### src/mcpwm_pkg.sv
// Shared types and constants of the multi-channel PWM generator.
package mcpwm_pkg;

    typedef enum logic [1:0] {
        CMD_TICK    = 2'd0,
        CMD_START   = 2'd1,
        CMD_RELEASE = 2'd2
    } t_command;

    localparam logic [2:0] CFG_DUTY_LOW     = 3'd0;
    localparam logic [2:0] CFG_DUTY_HIGH    = 3'd1;
    localparam logic [2:0] CFG_PIN_MASK     = 3'd2;
    localparam logic [2:0] CFG_PERIOD_US    = 3'd3;
    localparam logic [2:0] CFG_REPEAT_COUNT = 3'd4;
    localparam logic [2:0] CFG_ALLOWED_PINS = 3'd5;

    localparam logic [31:0] PERIOD_MIN   = 32'd500;
    localparam logic [31:0] PERIOD_LIMIT = 32'd2000004000;
    localparam logic [31:0] PERIOD_SLOW  = 32'd10000000;
    localparam logic [31:0] TICKS_PER_US = 32'd80;

    localparam logic [2:0] RELOAD_SETTLE = 3'd5;

    typedef struct packed {
        logic        status;
        logic [15:0] pin_level;
        logic [15:0] pin_drive_enable;
        logic        timer_running;
        logic [29:0] reload_value;
        logic        prescale_code;
    } t_result;

endpackage

### src/multi_channel_pwm_generator.sv
// Multi-channel PWM generator: command decode, pin state, reload pipeline and output skid.
//
// The block takes one command item per cycle while the input is not stalled and returns
// one result item for each, in the cycle after acceptance when the output is free; a skid
// register holds one more result while the output is stalled. The timer reload value
// comes from a five-stage pipeline that follows the period register, so after reset and
// after every write of the period register the input stalls while that pipeline settles.
// All pin updates for an item are made in the single cycle in which it is accepted.
module multi_channel_pwm_generator #(
    parameter int STEPS     = 100,
    parameter int PIN_COUNT = 16
) (
    input  logic        i_clk,
    input  logic        i_rst_n,
    input  logic        i_in_valid,
    output logic        o_in_stall,
    input  logic [1:0]  i_command,
    input  logic [15:0] i_release_mask,
    output logic        o_out_valid,
    input  logic        i_out_stall,
    output logic        o_status,
    output logic [15:0] o_pin_level,
    output logic [15:0] o_pin_drive_enable,
    output logic        o_timer_running,
    output logic [29:0] o_reload_value,
    output logic        o_prescale_code,
    input  logic        i_cfg_valid,
    output logic        o_cfg_ready,
    input  logic [2:0]  i_cfg_index,
    input  logic [63:0] i_cfg_data
);

    localparam logic [7:0]  STEPS_B     = 8'(STEPS);
    localparam logic [8:0]  STEPS_W     = 9'(STEPS);
    localparam logic [31:0] STEPS_D     = 32'(STEPS);
    localparam logic [15:0] PIN_FIELD   = 16'((32'd1 << PIN_COUNT) - 32'd1);
    localparam logic [63:0] RECIP_FULL  = 64'h1_0000_0000 / 64'(STEPS);
    localparam logic [31:0] RECIP       = RECIP_FULL[31:0];

    // Configuration registers.
    logic [63:0] r_duty_low;
    logic [63:0] r_duty_high;
    logic [15:0] r_pin_mask;
    logic [31:0] r_period_us;
    logic [31:0] r_repeat_count;
    logic [15:0] r_allowed_pins;
    logic [2:0]  r_settle;

    // Generator state.
    logic [7:0]  r_pin_duty [PIN_COUNT];
    logic [7:0]  n_pin_duty [PIN_COUNT];
    logic [15:0] r_used, n_used;
    logic [15:0] r_held, n_held;
    logic [7:0]  r_step, n_step;
    logic [31:0] r_periods_left, n_periods_left;
    logic        r_fell, n_fell;
    logic        r_armed, n_armed;
    logic [15:0] r_level, n_level;
    logic [15:0] r_enable, n_enable;

    // Reload pipeline.
    logic [31:0] r_div_x, r_x2, r_x3;
    logic        r_pre1, r_pre2, r_pre3, r_pre4;
    logic [31:0] r_q0, r_q0_3, r_q0d, r_q;
    logic [29:0] r_reload;
    logic        r_prescale;
    logic [63:0] w_prod;
    logic [31:0] w_rem;
    logic [39:0] w_q80;

    // Output and skid registers.
    mcpwm_pkg::t_result r_out, r_skid, w_result;
    logic               r_out_valid, r_skid_valid;

    logic        w_in_accept;
    logic        w_out_free;
    logic        w_cfg_write;
    logic [127:0] w_duty_regs;
    logic [15:0] w_hit;
    logic [15:0] w_nonzero;
    logic        w_duty_ok;
    logic        w_start_ok;
    logic [15:0] w_mask;
    logic [7:0]  w_cmp;
    logic [8:0]  w_step_inc;
    logic [7:0]  w_step_next;

    assign o_cfg_ready = 1'b1;
    assign w_cfg_write = i_cfg_valid && o_cfg_ready;
    assign o_in_stall  = r_skid_valid || (r_settle != 3'd0);
    assign w_in_accept = i_in_valid && !o_in_stall;
    assign w_out_free  = !r_out_valid || !i_out_stall;

    assign o_out_valid        = r_out_valid;
    assign o_status           = r_out.status;
    assign o_pin_level        = r_out.pin_level;
    assign o_pin_drive_enable = r_out.pin_drive_enable;
    assign o_timer_running    = r_out.timer_running;
    assign o_reload_value     = r_out.reload_value;
    assign o_prescale_code    = r_out.prescale_code;

    always_ff @(posedge i_clk) begin
        if (!i_rst_n) begin
            r_duty_low     <= '0;
            r_duty_high    <= '0;
            r_pin_mask     <= '0;
            r_period_us    <= 32'd1000;
            r_repeat_count <= '0;
            r_allowed_pins <= 16'hFFFF;
            r_settle       <= mcpwm_pkg::RELOAD_SETTLE;
        end else begin
            if (w_cfg_write) begin
                unique case (i_cfg_index)
                    mcpwm_pkg::CFG_DUTY_LOW:     r_duty_low     <= i_cfg_data;
                    mcpwm_pkg::CFG_DUTY_HIGH:    r_duty_high    <= i_cfg_data;
                    mcpwm_pkg::CFG_PIN_MASK:     r_pin_mask     <= i_cfg_data[15:0];
                    mcpwm_pkg::CFG_PERIOD_US:    r_period_us    <= i_cfg_data[31:0];
                    mcpwm_pkg::CFG_REPEAT_COUNT: r_repeat_count <= i_cfg_data[31:0];
                    mcpwm_pkg::CFG_ALLOWED_PINS: r_allowed_pins <= i_cfg_data[15:0];
                    default: ;
                endcase
            end
            if (w_cfg_write && i_cfg_index == mcpwm_pkg::CFG_PERIOD_US) begin
                r_settle <= mcpwm_pkg::RELOAD_SETTLE;
            end else if (r_settle != 3'd0) begin
                r_settle <= r_settle - 3'd1;
            end
        end
    end

    // Reload = period * 80 / STEPS below the slow limit, else (period / STEPS) * 80 / 256.
    // The division is a reciprocal multiply followed by one correction step.
    assign w_prod = 64'(r_div_x) * 64'(RECIP);
    assign w_rem  = r_x3 - r_q0d;
    assign w_q80  = 40'(r_q) * 40'(mcpwm_pkg::TICKS_PER_US);

    always_ff @(posedge i_clk) begin
        r_pre1  <= r_period_us >= mcpwm_pkg::PERIOD_SLOW;
        r_div_x <= (r_period_us >= mcpwm_pkg::PERIOD_SLOW) ? r_period_us
                 : 32'(r_period_us * mcpwm_pkg::TICKS_PER_US);
        r_q0    <= w_prod[63:32];
        r_x2    <= r_div_x;
        r_pre2  <= r_pre1;
        r_q0d   <= 32'(r_q0 * STEPS_D);
        r_q0_3  <= r_q0;
        r_x3    <= r_x2;
        r_pre3  <= r_pre2;
        r_q     <= r_q0_3 + 32'(w_rem >= STEPS_D);
        r_pre4  <= r_pre3;
        r_reload   <= r_pre4 ? w_q80[37:8] : r_q[29:0];
        r_prescale <= r_pre4;
    end

    assign w_duty_regs = {r_duty_high, r_duty_low};
    assign w_mask      = r_pin_mask & PIN_FIELD;
    assign w_cmp       = (r_step == 8'd0) ? STEPS_B : r_step;
    assign w_step_inc  = {1'b0, r_step} + 9'd1;
    assign w_step_next = (w_step_inc >= STEPS_W) ? 8'd0 : w_step_inc[7:0];

    always_comb begin
        w_hit     = '0;
        w_nonzero = '0;
        w_duty_ok = 1'b1;
        for (int i = 0; i < PIN_COUNT; i++) begin
            w_hit[i]     = r_used[i] && (r_pin_duty[i] == w_cmp);
            w_nonzero[i] = w_duty_regs[8*i +: 8] != 8'd0;
            if (w_duty_regs[8*i +: 8] > STEPS_B) begin
                w_duty_ok = 1'b0;
            end
        end
    end

    assign w_start_ok = ((r_pin_mask & ~r_allowed_pins) == 16'd0) &&
                        (r_period_us >= mcpwm_pkg::PERIOD_MIN) &&
                        (r_period_us < mcpwm_pkg::PERIOD_LIMIT) && w_duty_ok;

    always_comb begin
        n_pin_duty     = r_pin_duty;
        n_used         = r_used;
        n_held         = r_held;
        n_step         = r_step;
        n_periods_left = r_periods_left;
        n_fell         = r_fell;
        n_armed        = r_armed;
        n_level        = r_level;
        n_enable       = r_enable;
        w_result.status        = 1'b0;
        w_result.reload_value  = '0;
        w_result.prescale_code = 1'b0;

        unique case (mcpwm_pkg::t_command'(i_command))
            mcpwm_pkg::CMD_TICK: begin
                if (r_armed) begin
                    if (r_step == 8'd0 && r_periods_left == 32'd1) begin
                        n_periods_left = '0;
                        n_armed        = 1'b0;
                        n_level        = r_level & ~w_hit;
                        n_enable       = r_enable | w_hit;
                        for (int i = 0; i < PIN_COUNT; i++) begin
                            if (r_used[i] || r_held[i]) begin
                                n_pin_duty[i] = '0;
                            end
                        end
                        n_used = '0;
                        n_held = '0;
                    end else if (r_step == 8'd0) begin
                        if (r_periods_left != 32'd0) begin
                            n_periods_left = r_periods_left - 32'd1;
                        end else if (!r_fell) begin
                            n_armed = 1'b0;
                        end
                        n_level  = r_level | r_used;
                        n_enable = r_enable | r_used;
                        n_fell   = 1'b0;
                        n_step   = w_step_next;
                    end else begin
                        if (w_hit != 16'd0) begin
                            n_level  = r_level & ~w_hit;
                            n_enable = r_enable | w_hit;
                            n_fell   = 1'b1;
                        end
                        n_step = w_step_next;
                    end
                end
            end
            mcpwm_pkg::CMD_START: begin
                if (!w_start_ok) begin
                    w_result.status = 1'b1;
                end else begin
                    n_armed        = 1'b0;
                    n_periods_left = r_repeat_count;
                    for (int i = 0; i < PIN_COUNT; i++) begin
                        if (w_mask[i]) begin
                            n_pin_duty[i] = w_duty_regs[8*i +: 8];
                        end
                    end
                    n_used   = (r_used & ~w_mask) | (w_mask & w_nonzero);
                    n_held   = (r_held & ~w_mask) | (w_mask & ~w_nonzero);
                    n_enable = r_enable | n_used | n_held;
                    n_level  = (r_level | n_used) & ~n_held;
                    if (n_used != 16'd0) begin
                        n_fell  = 1'b1;
                        n_step  = 8'd1;
                        n_armed = 1'b1;
                        w_result.reload_value  = r_reload;
                        w_result.prescale_code = r_prescale;
                    end
                end
            end
            mcpwm_pkg::CMD_RELEASE: begin
                for (int i = 0; i < PIN_COUNT; i++) begin
                    if (i_release_mask[i]) begin
                        n_pin_duty[i] = '0;
                    end
                end
                n_used = r_used & ~i_release_mask;
                n_held = r_held & ~i_release_mask;
            end
            default: ;
        endcase

        w_result.pin_level        = n_level;
        w_result.pin_drive_enable = n_enable;
        w_result.timer_running    = n_armed;
    end

    always_ff @(posedge i_clk) begin
        if (!i_rst_n) begin
            for (int i = 0; i < PIN_COUNT; i++) begin
                r_pin_duty[i] <= '0;
            end
            r_used         <= '0;
            r_held         <= '0;
            r_step         <= '0;
            r_periods_left <= '0;
            r_fell         <= 1'b0;
            r_armed        <= 1'b0;
            r_level        <= '0;
            r_enable       <= '0;
        end else if (w_in_accept) begin
            r_pin_duty     <= n_pin_duty;
            r_used         <= n_used;
            r_held         <= n_held;
            r_step         <= n_step;
            r_periods_left <= n_periods_left;
            r_fell         <= n_fell;
            r_armed        <= n_armed;
            r_level        <= n_level;
            r_enable       <= n_enable;
        end
    end

    always_ff @(posedge i_clk) begin
        if (!i_rst_n) begin
            r_out_valid  <= 1'b0;
            r_skid_valid <= 1'b0;
        end else if (w_out_free) begin
            if (r_skid_valid) begin
                r_out        <= r_skid;
                r_out_valid  <= 1'b1;
                r_skid_valid <= 1'b0;
            end else begin
                r_out_valid <= w_in_accept;
                if (w_in_accept) begin
                    r_out <= w_result;
                end
            end
        end else if (w_in_accept) begin
            r_skid       <= w_result;
            r_skid_valid <= 1'b1;
        end
    end

endmodule

### config.mk
export PLATFORM = sky130hd
export DESIGN_NAME = multi_channel_pwm_generator
export DESIGN_NICKNAME = d
export VERILOG_FILES = /design/src/mcpwm_pkg.sv /design/src/multi_channel_pwm_generator.sv
export SDC_FILE = /design/constraint.sdc
export NUM_CORES = 2
export LEC_CHECK = 0
export BUFFER_PORTS_ARGS = -buffer_cell sky130_fd_sc_hd__buf_2
export CORE_MARGIN = 5
export CORE_UTILIZATION = 50
export DETAILED_ROUTE_END_ITERATION = 8
export MAX_ROUTING_LAYER = met4
export PLACE_DENSITY = 0.72
export SETUP_SLACK_MARGIN = 0.3
export SLEW_MARGIN = 20
export SYNTH_ARGS = -nofsm -noshare
export SYNTH_HDL_FRONTEND = slang
export SYNTH_SLANG_ARGS = --single-unit
export TNS_END_PERCENT = 30
### constraint.sdc
create_clock -name i_clk -period 6.1 [get_ports i_clk]
set_clock_uncertainty 0.1 [all_clocks]
set_input_delay 0.915 -clock i_clk [delete_from_list [all_inputs] [get_ports i_clk]]
set_output_delay 0.915 -clock i_clk [all_outputs]
set_load 0.005 [all_outputs]
==> impl_metrics.yaml <==
pwr:
  netSwitchingPower_w: 0.01779
  irDropWorstVdd_v: 0.002135
  p_clk_frac: 0.143
  p_leak_nw: 27.12
  pwr-share-seq: 0.164
  switching_share: 0.4389
  combPwrFrac: 0.693
  power_density_mw_per_mm2: 671.0
  p_int_w: 0.02274
run:
  drv_cap: 0
sta:
  maxSlewViolCount: 0
  worst_hold_slack_ns: 0.2197
  slew_headroom: 0.1579
  setup_viol: 15
  max_clock_freq_mhz: 157.4
  worst_slack_ns: -0.2529
  fin_crit_ns: 6.353
  finalCritPeriodShare: 1.041
  worst_pin_slew_ns: 1.252
  grt_setup_unrepaired: "yes"
  finalHoldViolations: 0
  fin_setup_tns_ns: -2.150
placement:
  placed_area_mm2: 0.05678
  port_buffers: 153
  dp_hpwl_um: 115600
  gp_congestion: 0.9556
global_route:
  grt_overflow_total: 0
  antenna_found_initial: 16
  grt_use_total: 0.2703
  grt_pass1_vias: 41315
  grt_max_degree: 127
  grt_pass1_wl_um: 235700
clocking:
  clock_latency_ns: 0.68
  cts.clk_slew.worst_paths_ns: 0.06
  h-tree-depth: 3
  clock-root-buffer: "clkbuf_16"
  cts_buffer_depth: 3
  cts-hold-fix-buffers: 0
  cts_tree: "yes"
  cts-buffers-inserted: 88
  cts.sinks: 817
run_status:
  status: "finished with violations"
  violations: "negative setup slack"
critical_path:
  r2r_end: "r_q0[25]$_DFF_P_"
  worstSetupStartpointType: "register"
  cp-endpoint: "r_q0[25]$_DFF_P_"
  cp.required_ns: 6.54
  crit_path_end_kind: "register"
  startpoint: "r_div_x[13]$_DFF_P_"
  critPathArrivalTime_ns: 6.79
  crit_fanout: 5
  ff2ff_setup_slack_ns: -0.25
  r2r_cells: 24
  critPathKind: "register to register"
  r2r_start: "r_div_x[13]$_DFF_P_"
drt:
  wl_per_cell_um: 19.98
  drt_wl_total_um: 151400
  antenna_left: 0
  drt_iter0_markers: 4048
  drc: 0
  vias_per_cell: 5.652
  vias: 42814
  drt_pre_antenna_iters: 7
yosys:
  synthFlopType: "dfxtp_1"
  synthesis.instances: 5899
  avgSynthCellArea_um2: 9.052
  synth-seq-area-share: 0.3295
  synth-edff-count: 124
  ys_ff_latch: 817
  async_flop_share: 0
  yosysWarnings: 0
  synth_cell_type_count: 88
  synthesis.area_mm2: 0.05340
finish:
  nets: 7032
  fillers: 9226
  final_cell_area_mm2: 0.06040
  layout-drive-gt1-share: 0.1199
  area_delta_synth_final_pct: 13.11
die:
  std_cell_rows: 119
  die_area_mm2: 0.1134
  die_w_um: 336.8
  start_util: 0.5051
  io_pins: 158
  core_mm2: 0.1057
  die_y_um: 336.8
hold_path:
  holdCritPathClass: "register to register"
## metal layers
| layer | routed length (µm) | vias to the layer above | share of wire | GRT usage |
|---|---|---|---|---|
| met5 | 0 | - | 0 | - |
| met4 | 4379 | 0 | 0.029 | 0.07928 |
| met3 | 14330 | 240 | 0.095 | 0.06587 |
| met2 | 62760 | 1535 | 0.41 | 0.3785 |
| met1 | 69880 | 20664 | 0.46 | 0.3881 |
| li1 | - | 20375 | - | - |
## stage by stage
stage	util	power [W]	instances	setup slack (ns)
final	0.5713	0.04053	7575	-0.2529
after floorplan	-	0.02412	5901	0.1390
after global placement	0.5371	0.03211	7388	-0.1822
after detailed placement	0.5371	0.03264	7388	-0.3007
after global routing	0.5713	0.04457	7575	-0.4856
after CTS	0.5688	0.03956	7556	-0.2235
## state kept, by name, indices dropped and copies added (netlist names), 32 cells and up
| register | flops |
|---|---|
| r_div_x | 32 |
| r_repeat_count | 32 |
| r_skid | 62 |
| r_duty_low | 64 |
| r_period_us | 32 |
| r_duty_high | 64 |
| r_periods_left | 32 |
| r_pin_duty | 128 |
## synth_stat cells, types with 24 or more instances
cell,count,area [µm²]
o21ai_0,216,1081
mux2_2,82,923.4
clkbuf_1,192,720.7
a22oi_1,26,195.2
inv_1,720,2703
dfxtp_1,693,13870
and2_1,87,544.3
nand3_1,221,1106
fa_1,297,5946
a21o_1,56,420.4
a21oi_1,225,1126
nand2b_1,46,287.8
xor2_1,93,814.5
nor3_1,71,355.3
o21bai_1,24,180.2
nor2_1,251,942.2
nor4_1,27,168.9
and3_1,64,400.4
nor4b_1,24,210.2
a21boi_1,75,563.0
nor3b_1,39,292.8
nand2_1,793,2977
nand4_1,26,162.7
o22ai_1,44,275.3
edfxtp_1,124,3724
xnor2_1,129,1130
nor2b_1,31,193.9
buf_2,32,160.2
a21boi_0,256,1922
ha_1,543,6794
## repair_timing
action | CTS | global route
gates resized for setup | 27 | 41
endpoints found under the setup margin | 26 | 30
setup buffers | 8 | 6
pin swaps | 18 | 20
## logic make-up after synthesis
| logic type | after synthesis | synth area share |
|---|---|---|
| xor gates and xnor gates | 222 | 0.03641 |
| adders and majority gates | 840 | 0.2386 |
| muxes | 93 | 0.01935 |
| other | 2 | 0.0001406 |
| DFF | 817 | 0.3295 |
| and+or+nand+nor | 1771 | 0.1554 |
| AOI/OAI and AO/OA | 1191 | 0.1510 |
| buffers and inverters | 963 | 0.06964 |
## critical path, stage by stage (launching register included)
cell,delay [ns]
dfxtp_4,0.38
buf_4,0.14
fa_1,0.46
ha_1,0.28
inv_1,0.04
fa_1,0.48
inv_1,0.07
fa_1,0.53
fa_1,0.44
fa_1,0.49
inv_1,0.05
fa_1,0.52
inv_1,0.06
ha_4,0.26
and4_4,0.24
nand3_4,0.08
nor4b_4,0.34
nand3_2,0.16
a21oi_4,0.24
o21ai_2,0.09
o21ai_2,0.08
o21a_1,0.15
a41o_1,0.22
nor4_2,0.06
a311oi_1,0.23
## cell usage in the layout (no fill, tap or decap), types with 19 or more instances in the layout
| cell | instances |
|---|---|
| a31oi_1 | 22 |
| a21o_1 | 56 |
| nor3b_1 | 39 |
| o211ai_1 | 19 |
| a21oi_1 | 213 |
| or3_1 | 22 |
| buf_2 | 152 |
| a21boi_1 | 75 |
| fa_1 | 294 |
| a22oi_1 | 26 |
| nor4_1 | 25 |
| o21ai_0 | 202 |
| nand3_1 | 218 |
| nand4_1 | 26 |
| o22ai_1 | 44 |
| a21boi_0 | 256 |
| a211oi_1 | 19 |
| o21bai_1 | 24 |
| inv_1 | 711 |
| ha_1 | 524 |
| nand2_1 | 791 |
| mux2_2 | 82 |
| xnor2_1 | 127 |
| xor2_1 | 92 |
| ha_4 | 19 |
| nor2b_1 | 31 |
| o21a_1 | 20 |
| buf_4 | 183 |
| nor3_1 | 69 |
| edfxtp_1 | 124 |
| nand2b_1 | 46 |
| nor2_1 | 248 |
| nand2_2 | 19 |
| clkbuf_16 | 91 |
| dfxtp_1 | 668 |
| and3_1 | 63 |
| nor4b_1 | 23 |
| and2_1 | 83 |
## power by group through the flow
stage	Clock (W)	Combinational, W	Sequential (W)
CTS	0.00590	0.0270	0.00663
global placement	0	0.0254	0.00674
finish	0.00581	0.0281	0.00664
floorplan	0	0.0175	0.00659
global route	0.00613	0.0317	0.00670
detailed placement	0	0.0259	0.00675
## worst min-delay path by stage
stage / start / to / slack (ns) / cells past startpoint
after CTS: r_x2[15]$_DFF_P_ / r_x3[15]$_DFF_P_ / 0.21 / 0
final: r_x2[15]$_DFF_P_ / r_x3[15]$_DFF_P_ / 0.22 / 0
after detailed placement: r_x2[2]$_DFF_P_ / r_x3[2]$_DFF_P_ / 0.21 / 0
after floorplan: r_pre1$_DFF_P_ / r_pre2$_DFF_P_ / 0.21 / 0
after global placement: r_pre1$_DFF_P_ / r_pre2$_DFF_P_ / 0.21 / 0
after global routing: r_x2[15]$_DFF_P_ / r_x3[15]$_DFF_P_ / 0.22 / 0
## area by class of cell
cell class / count / area, µm² / share of cell area
inverters: 721 / 2711 / 0.04489
clock inverters: 39 / 611.8 / 0.01013
diodes: 12 / 30.03 / 0.0004972
multi-input cells: 4121 / 32630 / 0.5403
repair buffers: 353 / 2446 / 0.04050
flip-flops and latches: 817 / 17660 / 0.2925
clock buffers: 121 / 2562 / 0.04243
well taps: 1391 / 1740 / 0.02882
No activity file was read; power rests on OpenSTA's default activity.
